[src/rtl/core/saq_pkg.sv]
// Shared types and constants for the stop-and-wait ARQ sender.
package saq_pkg;

  localparam int unsigned CfgIdxW = 2;
  localparam int unsigned CfgDataW = 32;
  localparam int unsigned SeqW = 32;
  localparam int unsigned LenW = 16;
  localparam int unsigned OffW = 33;
  localparam int unsigned TickW = 9;
  localparam int unsigned ToW = 8;

  localparam logic [CfgIdxW-1:0] CfgFileSize = 2'd0;
  localparam logic [CfgIdxW-1:0] CfgPayloadSize = 2'd1;
  localparam logic [CfgIdxW-1:0] CfgTimeoutTicks = 2'd2;

  localparam logic [LenW-1:0] PayloadSizeRst = 16'd1024;
  localparam logic [ToW-1:0] TimeoutTicksRst = 8'd2;
  localparam logic [TickW-1:0] TickMax = '1;

  typedef enum logic [1:0] {
    ActStart = 2'd0,
    ActTick  = 2'd1,
    ActAck   = 2'd2,
    ActNone  = 2'd3
  } saq_action_e;

  typedef enum logic [1:0] {
    KindNew      = 2'd0,
    KindTimeout  = 2'd1,
    KindBadAck   = 2'd2,
    KindComplete = 2'd3
  } saq_kind_e;

  typedef struct packed {
    logic [SeqW-1:0] file_bytes;
    logic [LenW-1:0] frame_max;
    logic [ToW-1:0]  timeout_ticks;
  } saq_cfg_t;

  typedef struct packed {
    logic [OffW-1:0]  bytes_sent;
    logic [SeqW-1:0]  expected_ack;
    logic [SeqW-1:0]  current_seq;
    logic [LenW-1:0]  current_len;
    logic             active;
    logic [TickW-1:0] ticks;
  } saq_state_t;

  typedef struct packed {
    saq_action_e     action;
    logic [SeqW-1:0] ack_seq;
    logic [LenW-1:0] ack_len;
  } saq_item_t;

  typedef struct packed {
    saq_kind_e       kind;
    logic [SeqW-1:0] frame_seq;
    logic [LenW-1:0] frame_len;
    logic [OffW-1:0] frame_offset;
  } saq_result_t;

endpackage

[src/rtl/core/stop_and_wait_arq_sender.sv]
// Stop-and-wait ARQ sender top level: input register, step logic, result register.
// Takes one event word per clock (start, tick, ack or none) unless in_stall_o is high, and gives
// at most one frame word per event: a new frame, a resend or a completion. An event sits
// in the input register while the step logic works on it against the protocol state,
// and its result is then captured in the output register.
// Sustained rate is one event per cycle when the output is not stalled;
// a stalled output register holds the step stage, and the input register then stalls.
module stop_and_wait_arq_sender (
  input  logic                          clk_i,
  input  logic                          rst_ni,
  input  logic                          cfg_we_i,
  input  logic [saq_pkg::CfgIdxW-1:0]   cfg_index_i,
  input  logic [saq_pkg::CfgDataW-1:0]  cfg_data_i,
  input  logic                          in_valid_i,
  output logic                          in_stall_o,
  input  logic [1:0]                    action_i,
  input  logic [saq_pkg::SeqW-1:0]      ack_seq_i,
  input  logic [saq_pkg::LenW-1:0]      ack_len_i,
  output logic                          out_valid_o,
  input  logic                          out_stall_i,
  output logic [1:0]                    kind_o,
  output logic [saq_pkg::SeqW-1:0]      frame_seq_o,
  output logic [saq_pkg::LenW-1:0]      frame_len_o,
  output logic [saq_pkg::OffW-1:0]      frame_offset_o
);
  import saq_pkg::*;

  saq_cfg_t    cfg;
  saq_item_t   item_q;
  logic        item_valid_q;
  saq_state_t  state_q, state_d;
  saq_result_t res_d, out_q;
  logic        res_valid_d, out_valid_q;
  logic        out_free, advance, in_take;

  saq_cfg u_cfg (
    .clk_i       (clk_i),
    .rst_ni      (rst_ni),
    .cfg_we_i    (cfg_we_i),
    .cfg_index_i (cfg_index_i),
    .cfg_data_i  (cfg_data_i),
    .cfg_o       (cfg)
  );

  saq_step u_step (
    .cfg_i       (cfg),
    .state_i     (state_q),
    .item_i      (item_q),
    .state_o     (state_d),
    .res_valid_o (res_valid_d),
    .res_o       (res_d)
  );

  assign out_free = !out_valid_q || !out_stall_i;
  assign advance = item_valid_q && out_free;
  assign in_stall_o = item_valid_q && !out_free;
  assign in_take = in_valid_i && !in_stall_o;

  always_ff @(posedge clk_i or negedge rst_ni) begin
    if (!rst_ni) begin
      item_valid_q <= 1'b0;
      out_valid_q <= 1'b0;
      state_q <= '0;
    end else begin
      if (in_take || advance) begin
        item_valid_q <= in_take;
      end
      if (out_free) begin
        out_valid_q <= advance && res_valid_d;
      end
      if (advance) begin
        state_q <= state_d;
      end
    end
  end

  always_ff @(posedge clk_i) begin
    if (in_take) begin
      item_q.action <= saq_action_e'(action_i);
      item_q.ack_seq <= ack_seq_i;
      item_q.ack_len <= ack_len_i;
    end
    if (advance && res_valid_d && out_free) begin
      out_q <= res_d;
    end
  end

  assign out_valid_o = out_valid_q;
  assign kind_o = out_q.kind;
  assign frame_seq_o = out_q.frame_seq;
  assign frame_len_o = out_q.frame_len;
  assign frame_offset_o = out_q.frame_offset;

endmodule

[src/rtl/core/saq_cfg.sv]
// Configuration registers of the ARQ sender.
module saq_cfg (
  input  logic                           clk_i,
  input  logic                           rst_ni,
  input  logic                           cfg_we_i,
  input  logic [saq_pkg::CfgIdxW-1:0]    cfg_index_i,
  input  logic [saq_pkg::CfgDataW-1:0]   cfg_data_i,
  output saq_pkg::saq_cfg_t              cfg_o
);
  import saq_pkg::*;

  saq_cfg_t cfg_q, cfg_d;

  always_comb begin
    cfg_d = cfg_q;
    if (cfg_we_i) begin
      unique case (cfg_index_i)
        CfgFileSize:     cfg_d.file_bytes = cfg_data_i;
        CfgPayloadSize:  cfg_d.frame_max = cfg_data_i[LenW-1:0];
        CfgTimeoutTicks: cfg_d.timeout_ticks = cfg_data_i[ToW-1:0];
        default:         cfg_d = cfg_q;
      endcase
    end
  end

  always_ff @(posedge clk_i or negedge rst_ni) begin
    if (!rst_ni) begin
      cfg_q.file_bytes <= '0;
      cfg_q.frame_max <= PayloadSizeRst;
      cfg_q.timeout_ticks <= TimeoutTicksRst;
    end else begin
      cfg_q <= cfg_d;
    end
  end

  assign cfg_o = cfg_q;

endmodule

[src/rtl/core/saq_step.sv]
// Next-state and result logic for one event word.
module saq_step (
  input  saq_pkg::saq_cfg_t    cfg_i,
  input  saq_pkg::saq_state_t  state_i,
  input  saq_pkg::saq_item_t   item_i,
  output saq_pkg::saq_state_t  state_o,
  output logic                 res_valid_o,
  output saq_pkg::saq_result_t res_o
);
  import saq_pkg::*;

  logic [OffW-1:0]  total;
  logic [OffW-1:0]  base_bytes;
  logic [SeqW-1:0]  base_ack;
  logic [OffW-1:0]  remaining;
  logic [LenW-1:0]  limit;
  logic [LenW-1:0]  new_len;
  logic [SeqW-1:0]  new_ack;
  logic [OffW-1:0]  resend_off;
  logic [TickW-1:0] tick_inc;
  logic             ack_good;

  always_comb begin
    total = {1'b0, cfg_i.file_bytes} + OffW'(1);
    base_bytes = (item_i.action == ActStart) ? '0 : state_i.bytes_sent;
    base_ack = (item_i.action == ActStart) ? '0 : state_i.expected_ack;
    remaining = total - base_bytes;
    limit = (cfg_i.frame_max == '0) ? LenW'(1) : cfg_i.frame_max;
    new_len = (remaining <= {{(OffW-LenW){1'b0}}, limit}) ? remaining[LenW-1:0] : limit;
    new_ack = (base_bytes == '0) ? {{(SeqW-LenW){1'b0}}, new_len} + SeqW'(1)
                                 : base_ack + {{(SeqW-LenW){1'b0}}, new_len};
    resend_off = state_i.bytes_sent - {{(OffW-LenW){1'b0}}, state_i.current_len};
    tick_inc = (state_i.ticks < TickMax) ? state_i.ticks + TickW'(1) : state_i.ticks;
    ack_good = (item_i.ack_seq == state_i.expected_ack) &&
               (item_i.ack_len == state_i.current_len);
  end

  always_comb begin
    state_o = state_i;
    res_valid_o = 1'b0;
    res_o.kind = KindNew;
    res_o.frame_seq = state_i.current_seq;
    res_o.frame_len = state_i.current_len;
    res_o.frame_offset = resend_off;
    priority if (item_i.action == ActStart && !state_i.active) begin
      res_valid_o = 1'b1;
      res_o.frame_seq = '0;
      res_o.frame_len = new_len;
      res_o.frame_offset = '0;
      state_o.current_seq = '0;
      state_o.current_len = new_len;
      state_o.expected_ack = new_ack;
      state_o.bytes_sent = {{(OffW-LenW){1'b0}}, new_len};
      state_o.ticks = '0;
      state_o.active = 1'b1;
    end else if (!state_i.active || item_i.action == ActStart ||
                 item_i.action == ActNone) begin
      state_o = state_i;
    end else if (item_i.action == ActTick) begin
      state_o.ticks = tick_inc;
      if (tick_inc > {{(TickW-ToW){1'b0}}, cfg_i.timeout_ticks}) begin
        res_valid_o = 1'b1;
        res_o.kind = KindTimeout;
        state_o.ticks = '0;
      end
    end else if (!ack_good) begin
      res_valid_o = 1'b1;
      res_o.kind = KindBadAck;
      state_o.ticks = '0;
    end else if (state_i.bytes_sent >= total) begin
      res_valid_o = 1'b1;
      res_o.kind = KindComplete;
      res_o.frame_seq = '0;
      res_o.frame_len = '0;
      res_o.frame_offset = state_i.bytes_sent;
      state_o.active = 1'b0;
      state_o.ticks = '0;
    end else begin
      res_valid_o = 1'b1;
      res_o.frame_seq = state_i.expected_ack;
      res_o.frame_len = new_len;
      res_o.frame_offset = state_i.bytes_sent;
      state_o.current_seq = state_i.expected_ack;
      state_o.current_len = new_len;
      state_o.expected_ack = new_ack;
      state_o.bytes_sent = state_i.bytes_sent + {{(OffW-LenW){1'b0}}, new_len};
      state_o.ticks = '0;
    end
  end

endmodule

[config.mk]
export PLATFORM = sky130hd
export DESIGN_NAME = stop_and_wait_arq_sender
export DESIGN_NICKNAME = d
export VERILOG_FILES = /design/src/rtl/core/saq_pkg.sv /design/src/rtl/core/stop_and_wait_arq_sender.sv /design/src/rtl/core/saq_cfg.sv /design/src/rtl/core/saq_step.sv
export SDC_FILE = /design/constraint.sdc
export NUM_CORES = 1
export LEC_CHECK = 0
export BUFFER_PORTS_ARGS = -buffer_cell sky130_fd_sc_hd__buf_4
export CORE_MARGIN = 4
export CORE_UTILIZATION = 39
export CTS_BUF_LIST = sky130_fd_sc_hd__clkbuf_2 sky130_fd_sc_hd__clkbuf_4 sky130_fd_sc_hd__clkbuf_8
export DETAILED_ROUTE_END_ITERATION = 7
export GPL_TIMING_DRIVEN = 0
export PLACE_DENSITY = 0.6
export SYNTH_ARGS = -nofsm -noshare
export SYNTH_HDL_FRONTEND = slang
export SYNTH_SLANG_ARGS = --single-unit
[constraint.sdc]
create_clock -name clk_i -period 29.7 [get_ports clk_i]
set_input_delay 2.97 -clock clk_i [delete_from_list [all_inputs] [get_ports clk_i]]
set_output_delay 2.97 -clock clk_i [all_outputs]
set_load 0.01 [all_outputs]
[Word-level counts from Yosys, hierarchy flattened]
Cells that the tools add are included.
Word-level totals
  bits of input ports: 89
  register bits: 314
  word-level logic and storage cells: 94
  output and inout port bits: 85
Operators by class
  order comparisons: 4
  add/sub/neg operators: 7
  reduce and logical (&&, ||, !) cells: 29
  muxes and demuxes: 27
  equality and inequality tests: 9
Operators with widths (number)
  $mux W81: 4
  $mux W123: 2
  $mux W114: 2
  $mux W113: 1
  $mux W32: 2
  $mux W49: 1
  $add A32 B1 Y33 const B: 1
  $add A33 B16 Y33: 1
  $ge A33 B33 Y1: 1
  $le A33 B16 Y1: 1
  $logic_not A33 Y1: 1
  $mux W33: 1
  $sub A33 B16 Y33: 1
  $sub A33 B33 Y33: 1
  $add A32 B16 Y32: 1
  $eq A32 B32 Y1: 1
  $mux W16: 2
  $mux W9: 3
  $add A16 B1 Y17 const B: 1
  $eq A16 B16 Y1: 1
  $logic_not A16 Y1: 1
  $reduce_and A5 Y1: 2
  $add A9 B1 Y9 const B: 1
  $gt A9 B8 Y1: 1
  13 further kinds: 42

[Depth between registers and ports, before layout]
  depth in word-level cells: 12
  gate-level depth with buffers: 51
  mapped depth without buffers: 45

[Modules after synthesis]
Synthesis repeated with hierarchy kept, for this count alone.
Unflattened totals
  cells, all modules: 2396
  area, all modules: 22689.3 um^2
By module, submodules not included
  saq_step: sequential area each 0.0 um^2, area an instance 11917.7 um^2, cells each 1874, times used 1
  stop_and_wait_arq_sender: sequential area each 7121.8 um^2, area an instance 8678.3 um^2, cells each 403, times used 1
  saq_cfg: sequential area each 1403.8 um^2, area an instance 2093.3 um^2, cells each 119, times used 1

[Worst setup path after synthesis]
No wires, ideal clock.
  path kind: register -> register
  from: reg item_q[49] (netlist name)
  to: reg state_q[122] (netlist name)
  stages on the path, launching flop included: 51
  library setup time: 0.078 ns
  data required time: 29.622 ns
  setup slack: 19.502 ns
  buffers on the path: 8
  arrival time: 10.120 ns
  clock period less this slack: 10.198 ns
  path through: edfxtp_1 or2_1 clkbuf_1 buf_2 clkbuf_1 clkbuf_1 clkbuf_1 clkbuf_1 nand2_1 ha_1 a21oi_1 o31ai_1 a21boi_0 o211ai_1 a211oi_2 o21ai_1 a211o_1 nand2_1 [15 not listed] ha_1 inv_1 fa_1 nor2b_1 o21ai_0 a21boi_0 o21ai_0 a21boi_0 o21ai_0 a21boi_0 o21ai_0 a21boi_0 o21ai_0 a21oi_1 o211ai_1 and2_1 or4_1 a21oi_1
Between the ends
  word-level cells in the longest chain between the ends: 11
  elaborated cells between the ends (all ways): 21
  those cells by class: add/sub (2); order compare (1); eq/ne (5); mux (7); reduce/logical (6)
RTL lines
  start: declaration: RTL line stop_and_wait_arq_sender.sv:29  | saq_item_t item_q;
  $logic_not A2 Y1: RTL line saq_step.sv:25, saq_step.sv:45, saq_step.sv:56
  $mux W33: RTL line saq_step.sv:25  | base_bytes = (item_i.action == ActStart) ? '0 : state_i.bytes_sent;
  $sub A33 B33 Y33: RTL line saq_step.sv:27  | remaining = total - base_bytes;
  $le A33 B16 Y1: RTL line saq_step.sv:29  | new_len = (remaining <= {{(OffW-LenW){1'b0}}, limit}) ? remaining[LenW-1:0] : limit;
  $mux W16: RTL line saq_step.sv:29
  $add A33 B16 Y33: RTL line saq_step.sv:86  | state_o.bytes_sent = state_i.bytes_sent + {{(OffW-LenW){1'b0}}, new_len};
  $mux W113: RTL line saq_step.sv:70  | end else if (state_i.bytes_sent >= total) begin
  $mux W114: RTL line saq_step.sv:66  | end else if (!ack_good) begin
  $mux W114: RTL line saq_step.sv:59  | end else if (item_i.action == ActTick) begin
  $mux W123: RTL line saq_step.sv:56  | end else if (!state_i.active || item_i.action == ActStart ||
  $mux W123: RTL line saq_step.sv:45  | priority if (item_i.action == ActStart && !state_i.active) begin
  end signal: assignment: RTL line stop_and_wait_arq_sender.sv:72  | state_q <= state_d;
  end: declaration: RTL line stop_and_wait_arq_sender.sv:31  | saq_state_t state_q, state_d;
Parallel ways exist; a longest one is shown, timed or not. The select of a mux whose other input is x is not followed.
A chain may end at the register's enable or synchronous reset.

[Worst setup path after layout]
  from: reg item_q[49] (netlist name)
  to: reg state_q[88] (netlist name)
Between the ends
  word-level cells in the longest chain between the ends: 12
  elaborated cells between the ends (all ways): 24
  those cells by class: add/sub (2); order compare (1); eq/ne (5); mux (9); reduce/logical (7)
RTL lines
  $logic_not A2 Y1
  $mux W33: RTL line saq_step.sv:25
  $sub A33 B33 Y33: RTL line saq_step.sv:27
  $le A33 B16 Y1: RTL line saq_step.sv:29
  $mux W16: RTL line saq_step.sv:29
  $add A32 B16 Y32: RTL line saq_step.sv:31  | : base_ack + {{(SeqW-LenW){1'b0}}, new_len};
  $mux W32: RTL line saq_step.sv:30  | new_ack = (base_bytes == '0) ? {{(SeqW-LenW){1'b0}}, new_len} + SeqW'(1)
  $mux W113: RTL line saq_step.sv:70
  $mux W114: RTL line saq_step.sv:66
  $mux W114: RTL line saq_step.sv:59
  $mux W123: RTL line saq_step.sv:56
  $mux W123: RTL line saq_step.sv:45
Parallel ways exist; a longest one is shown, timed or not. The select of a mux whose other input is x is not followed.

==> impl_metrics.csv <==
group,metric,value,unit
layout,fillers,5364,
synthesis,synth_nets,2589,
setup_path,critPathMaxFanout,10,
sta,finalSetupViolCount,0,
global_route,grt_antenna_before_repair,1,
layout,layout.nets,2824,
sta,fmax,67.8,MHz
placement,dpl_cell_area,24300,um^2
synthesis,synth_fa_ha_area_share,7.02,%
min_path,min_path_type,"flip-flop to flip-flop",
clocking,post_cts_resized,0,
pwr,p_sw,1010,uW
floorplan,initial_utilization,39.6,%
synthesis,synth-seq-cells,314,
synthesis,synth-simple-area-share,19.4,%
min_path,holdPathStages,1,
global_route,grt_pass1_vias,19117,
setup_path,critPathLaunchType,"flip-flop",
synthesis,synth_compound_area_share,17.7,%
layout,syn2layout_area_growth,16.4,%
floorplan,rows,86,
drt,routed_via_density,5.82,
synthesis,postSynthCellCount,2390,
floorplan,die_w,245,um
placement,hpwl,59.9,mm
sta,worst_slew_pin_slew,1.21,ns
pwr,swShare,44.2,%
setup_path,endpoint_kind,"flip-flop",
setup_path,crit_path_frequent_cell,"o21ai_0",
pwr,pwr-share-comb,50.7,%
layout,utilization,46.1,%
pwr,leakagePower,0.0105,uW
sta,period_needed,14.75,ns
clocking,cts_max_level,2,
floorplan,die_area,60000,um^2
pwr,power.total,2270,uW
clocking,cts_buffers,55,
synthesis,synth-async-reset-ratio,57.6,%
sta,fin_setup_tns,0,ns
drt,drt_iter0_markers,2019,
sta,slew_headroom,17.5,%
synthesis,synth_ff_type,"dfrtp_1",
sta,fin_crit_sh,49.7,%
sta,drv_slew,0,
synthesis,seq_area_frac_synth,38.9,%
setup_path,crit_type,"flip-flop to flip-flop",
global_route,grt_pass1_wl,116,mm
clocking,max-clock-path-buffers,3,
clocking,cts_hold_buffers,0,
floorplan,fp.dieH,245,um
synthesis,synth-edff-count,133,
setup_path,r2r_cells,50,
setup_path,cp.arrival,15.34,ns
clocking,postCtsSetupRepairBufs,0,
global_route,grt_max_degree,111,
setup_path,ff2ff_setup_slack,14.95,ns
global_route,track_usage,24.9,%
synthesis,synth_top_family_by_area,"simple AND/OR/NAND/NOR gates",
drt,drc,0,
pwr,clkPwrFrac,19.7,%
layout,drive_gt1_share,15.6,%
setup_path,critPathRequiredTime,30.29,ns
floorplan,io_pins,174,
outcome,status,"finished clean",
sta,rsz0062_at_grt,"no",
global_route,globalRouteOverflowTotal,0,
pwr,internal_power,1270,uW
pwr,power.density,89.2,nW/um^2
pwr,max-vdd-ir-drop,0.0329,mV
synthesis,avgSynthCellArea,9.17,um^2
setup_path,cp_slowest_stage_delay,0.67,ns
clocking,clkTransAtPathRegs,0.06,ns
synthesis,synthMuxAreaShare,4.64,%
drt,drtPass1Iterations,5,
synthesis,synth-xor-area-share,7.74,%
clocking,cts_sinks,314,
pwr,p_seq_share,29.6,%
drt,totalWireLength,77.0,mm
synthesis,netlist_area,21900,um^2
setup_path,cpMaxStageDelayCell,"clkbuf_1",
synthesis,synth_cell_type_count,100,
clocking,cts-root-buf,"clkbuf_8",
placement,place_congestion,0.959,
sta,hold_violations,0,
placement,port_buffers,173,
drt,wl_per_cell,22.5,um
synthesis,ys_warn_count,0,
clocking,cts_tree,"yes",
drt,via_count,19926,
layout,fin_area,25500,um^2
job,maxCapViolCount,0,
drt,ant_nets,0,
clocking,insertion_delay,0.70,ns
floorplan,core_area,55300,um^2
sta,clock_skew,0.0766,ns
-- cell usage after synthesis, types with 20 or more instances --
cell        n  area, um^2
dfrtp_1   179        4480
nand2_1   235         882
mux2_2     68         766
xnor2_1    79         692
o21a_1     20         150
clkbuf_1   92         345
edfxtp_1  133        3990
mux2i_1    21         210
nor2_1    159         597
nor3_1     62         310
a21boi_0   23         173
nand4_1    50         313
a22o_1     45         394
and2_1     36         225
a21oi_1   161         806
ha_1      106        1330
xor2_1     89         780
and3_1     28         175
a211oi_1   27         203
a21o_1     23         173
or3_1      38         238
nor4_1     36         225
o21ai_0   138         691
nand3_1    83         415
nor2b_1    22         138
inv_1     123         462
-- through the flow --
| step | cells | setup slack [ns] | hold slack (ns) |
|---|---|---|---|
| 2_1_floorplan | 2390 | 19.50 | 0.473 |
| 3_3_place_gp | 3311 | 15.38 | 0.488 |
| 3_5_place_dp | 3316 | 15.31 | 0.492 |
| 4_1_cts | 3420 | 15.20 | 0.508 |
| 5_1_grt | 3421 | 14.07 | 0.517 |
| 6_report | 3421 | 14.95 | 0.504 |
-- cell usage in the layout, fill, tap and decap left out, types with 11 or more instances in the layout --
cell type / netlist / final
nor4_1: 36 / 36
xnor2_1: 79 / 79
nor3_1: 62 / 62
and4_1: 11 / 11
mux2i_1: 21 / 21
clkbuf_1: 92 / 92
edfxtp_1: 133 / 133
maj3_1: 12 / 12
or4_1: 11 / 11
clkbuf_8: 0 / 63
a211oi_1: 27 / 27
or3_1: 38 / 38
o211ai_1: 11 / 11
buf_1: 12 / 12
and3_1: 28 / 28
a21boi_0: 23 / 23
nor2_1: 159 / 159
buf_4: 6 / 178
mux2_2: 68 / 68
o21ai_0: 138 / 138
a31oi_1: 14 / 14
o21a_1: 20 / 20
nand2_1: 235 / 235
a21o_1: 23 / 23
clkbuf_4: 0 / 18
a21oi_1: 161 / 160
nand4_1: 50 / 50
o31ai_1: 19 / 19
a22o_1: 45 / 45
or2_2: 11 / 11
nor2b_1: 22 / 22
nand2b_1: 19 / 19
dfrtp_1: 179 / 179
buf_2: 13 / 13
ha_1: 106 / 106
inv_1: 123 / 123
xor2_1: 89 / 89
nand3_1: 83 / 83
and2_1: 36 / 35
-- final cells by class --
class,instances,area [um^2],share of cell area (%)
diodes,1,2.50,0.00981
plain buffers,128,538,2.11
clock buffers,81,1000,3.93
clock inverters,23,229,0.898
inverters,124,465,1.82
multi-input cells,1824,12400,48.6
flip-flops and latches,314,8530,33.4
well taps,748,936,3.67
repair buffers,178,1410,5.54
-- sequential cells by signal, summed over array words and instances, names as in the netlist --
name / cells
item_valid_q: 1
kind_o: 2
state_q: 123
frame_seq_o: 32
frame_offset_o: 33
item_q: 50
out_valid_o: 1
u_cfg.cfg_o: 56
frame_len_o: 16
-- worst max-delay path: cells and delay by family (launching register included) --
kind | cells | cell delay [ns]
buffers and inverters | 9 | 3.40
flip-flops | 1 | 0.55
XOR/XNOR | 1 | 0.63
AO/OA/AOI/OAI | 25 | 5.69
adder cells (fa/ha/maj) | 5 | 1.79
AND/OR/NAND/NOR | 9 | 1.87
multiplexers | 1 | 0.65
-- path summary, 6_finish.rpt --
check	start	end
setup / recovery	item_q[49]	state_q[88]
setup reg to reg	item_q[49]	state_q[88]
min in group asynchronous	rst_ni	state_q[22]
max in group asynchronous	rst_ni	u_cfg.cfg_o[2]
hold / removal	state_q[48]	state_q[48]
hold reg to reg	state_q[48]	state_q[48]
-- routing by layer --
layer	up-vias	global-route usage, %	wire [um]
met4	0	8.94	2740
met2	807	38.9	34500
met3	132	3.50	5250
li1	9243	-	-
met5	-	0	0
met1	9744	35.4	34500
-- power groups by stage --
| stage | sequential [uW] | combinational [uW] | clock (uW) |
|---|---|---|---|
| after floorplan | 639 | 796 | 0 |
| after global placement | 679 | 1110 | 0 |
| after detailed placement | 677 | 1130 | 0 |
| after CTS | 670 | 1140 | 459 |
| after global routing | 680 | 1280 | 478 |
| final | 673 | 1150 | 447 |
-- cell families (layout without fill, tap and decap cells) --
group	Yosys count	after routing
compound gates	590	590
xor+xnor	179	179
fa+ha+maj	123	123
buf+inv	252	534
flops	314	314
mux	92	92
other cells	0	1
simple gates	840	840
(Power assumes the default switching activity.)
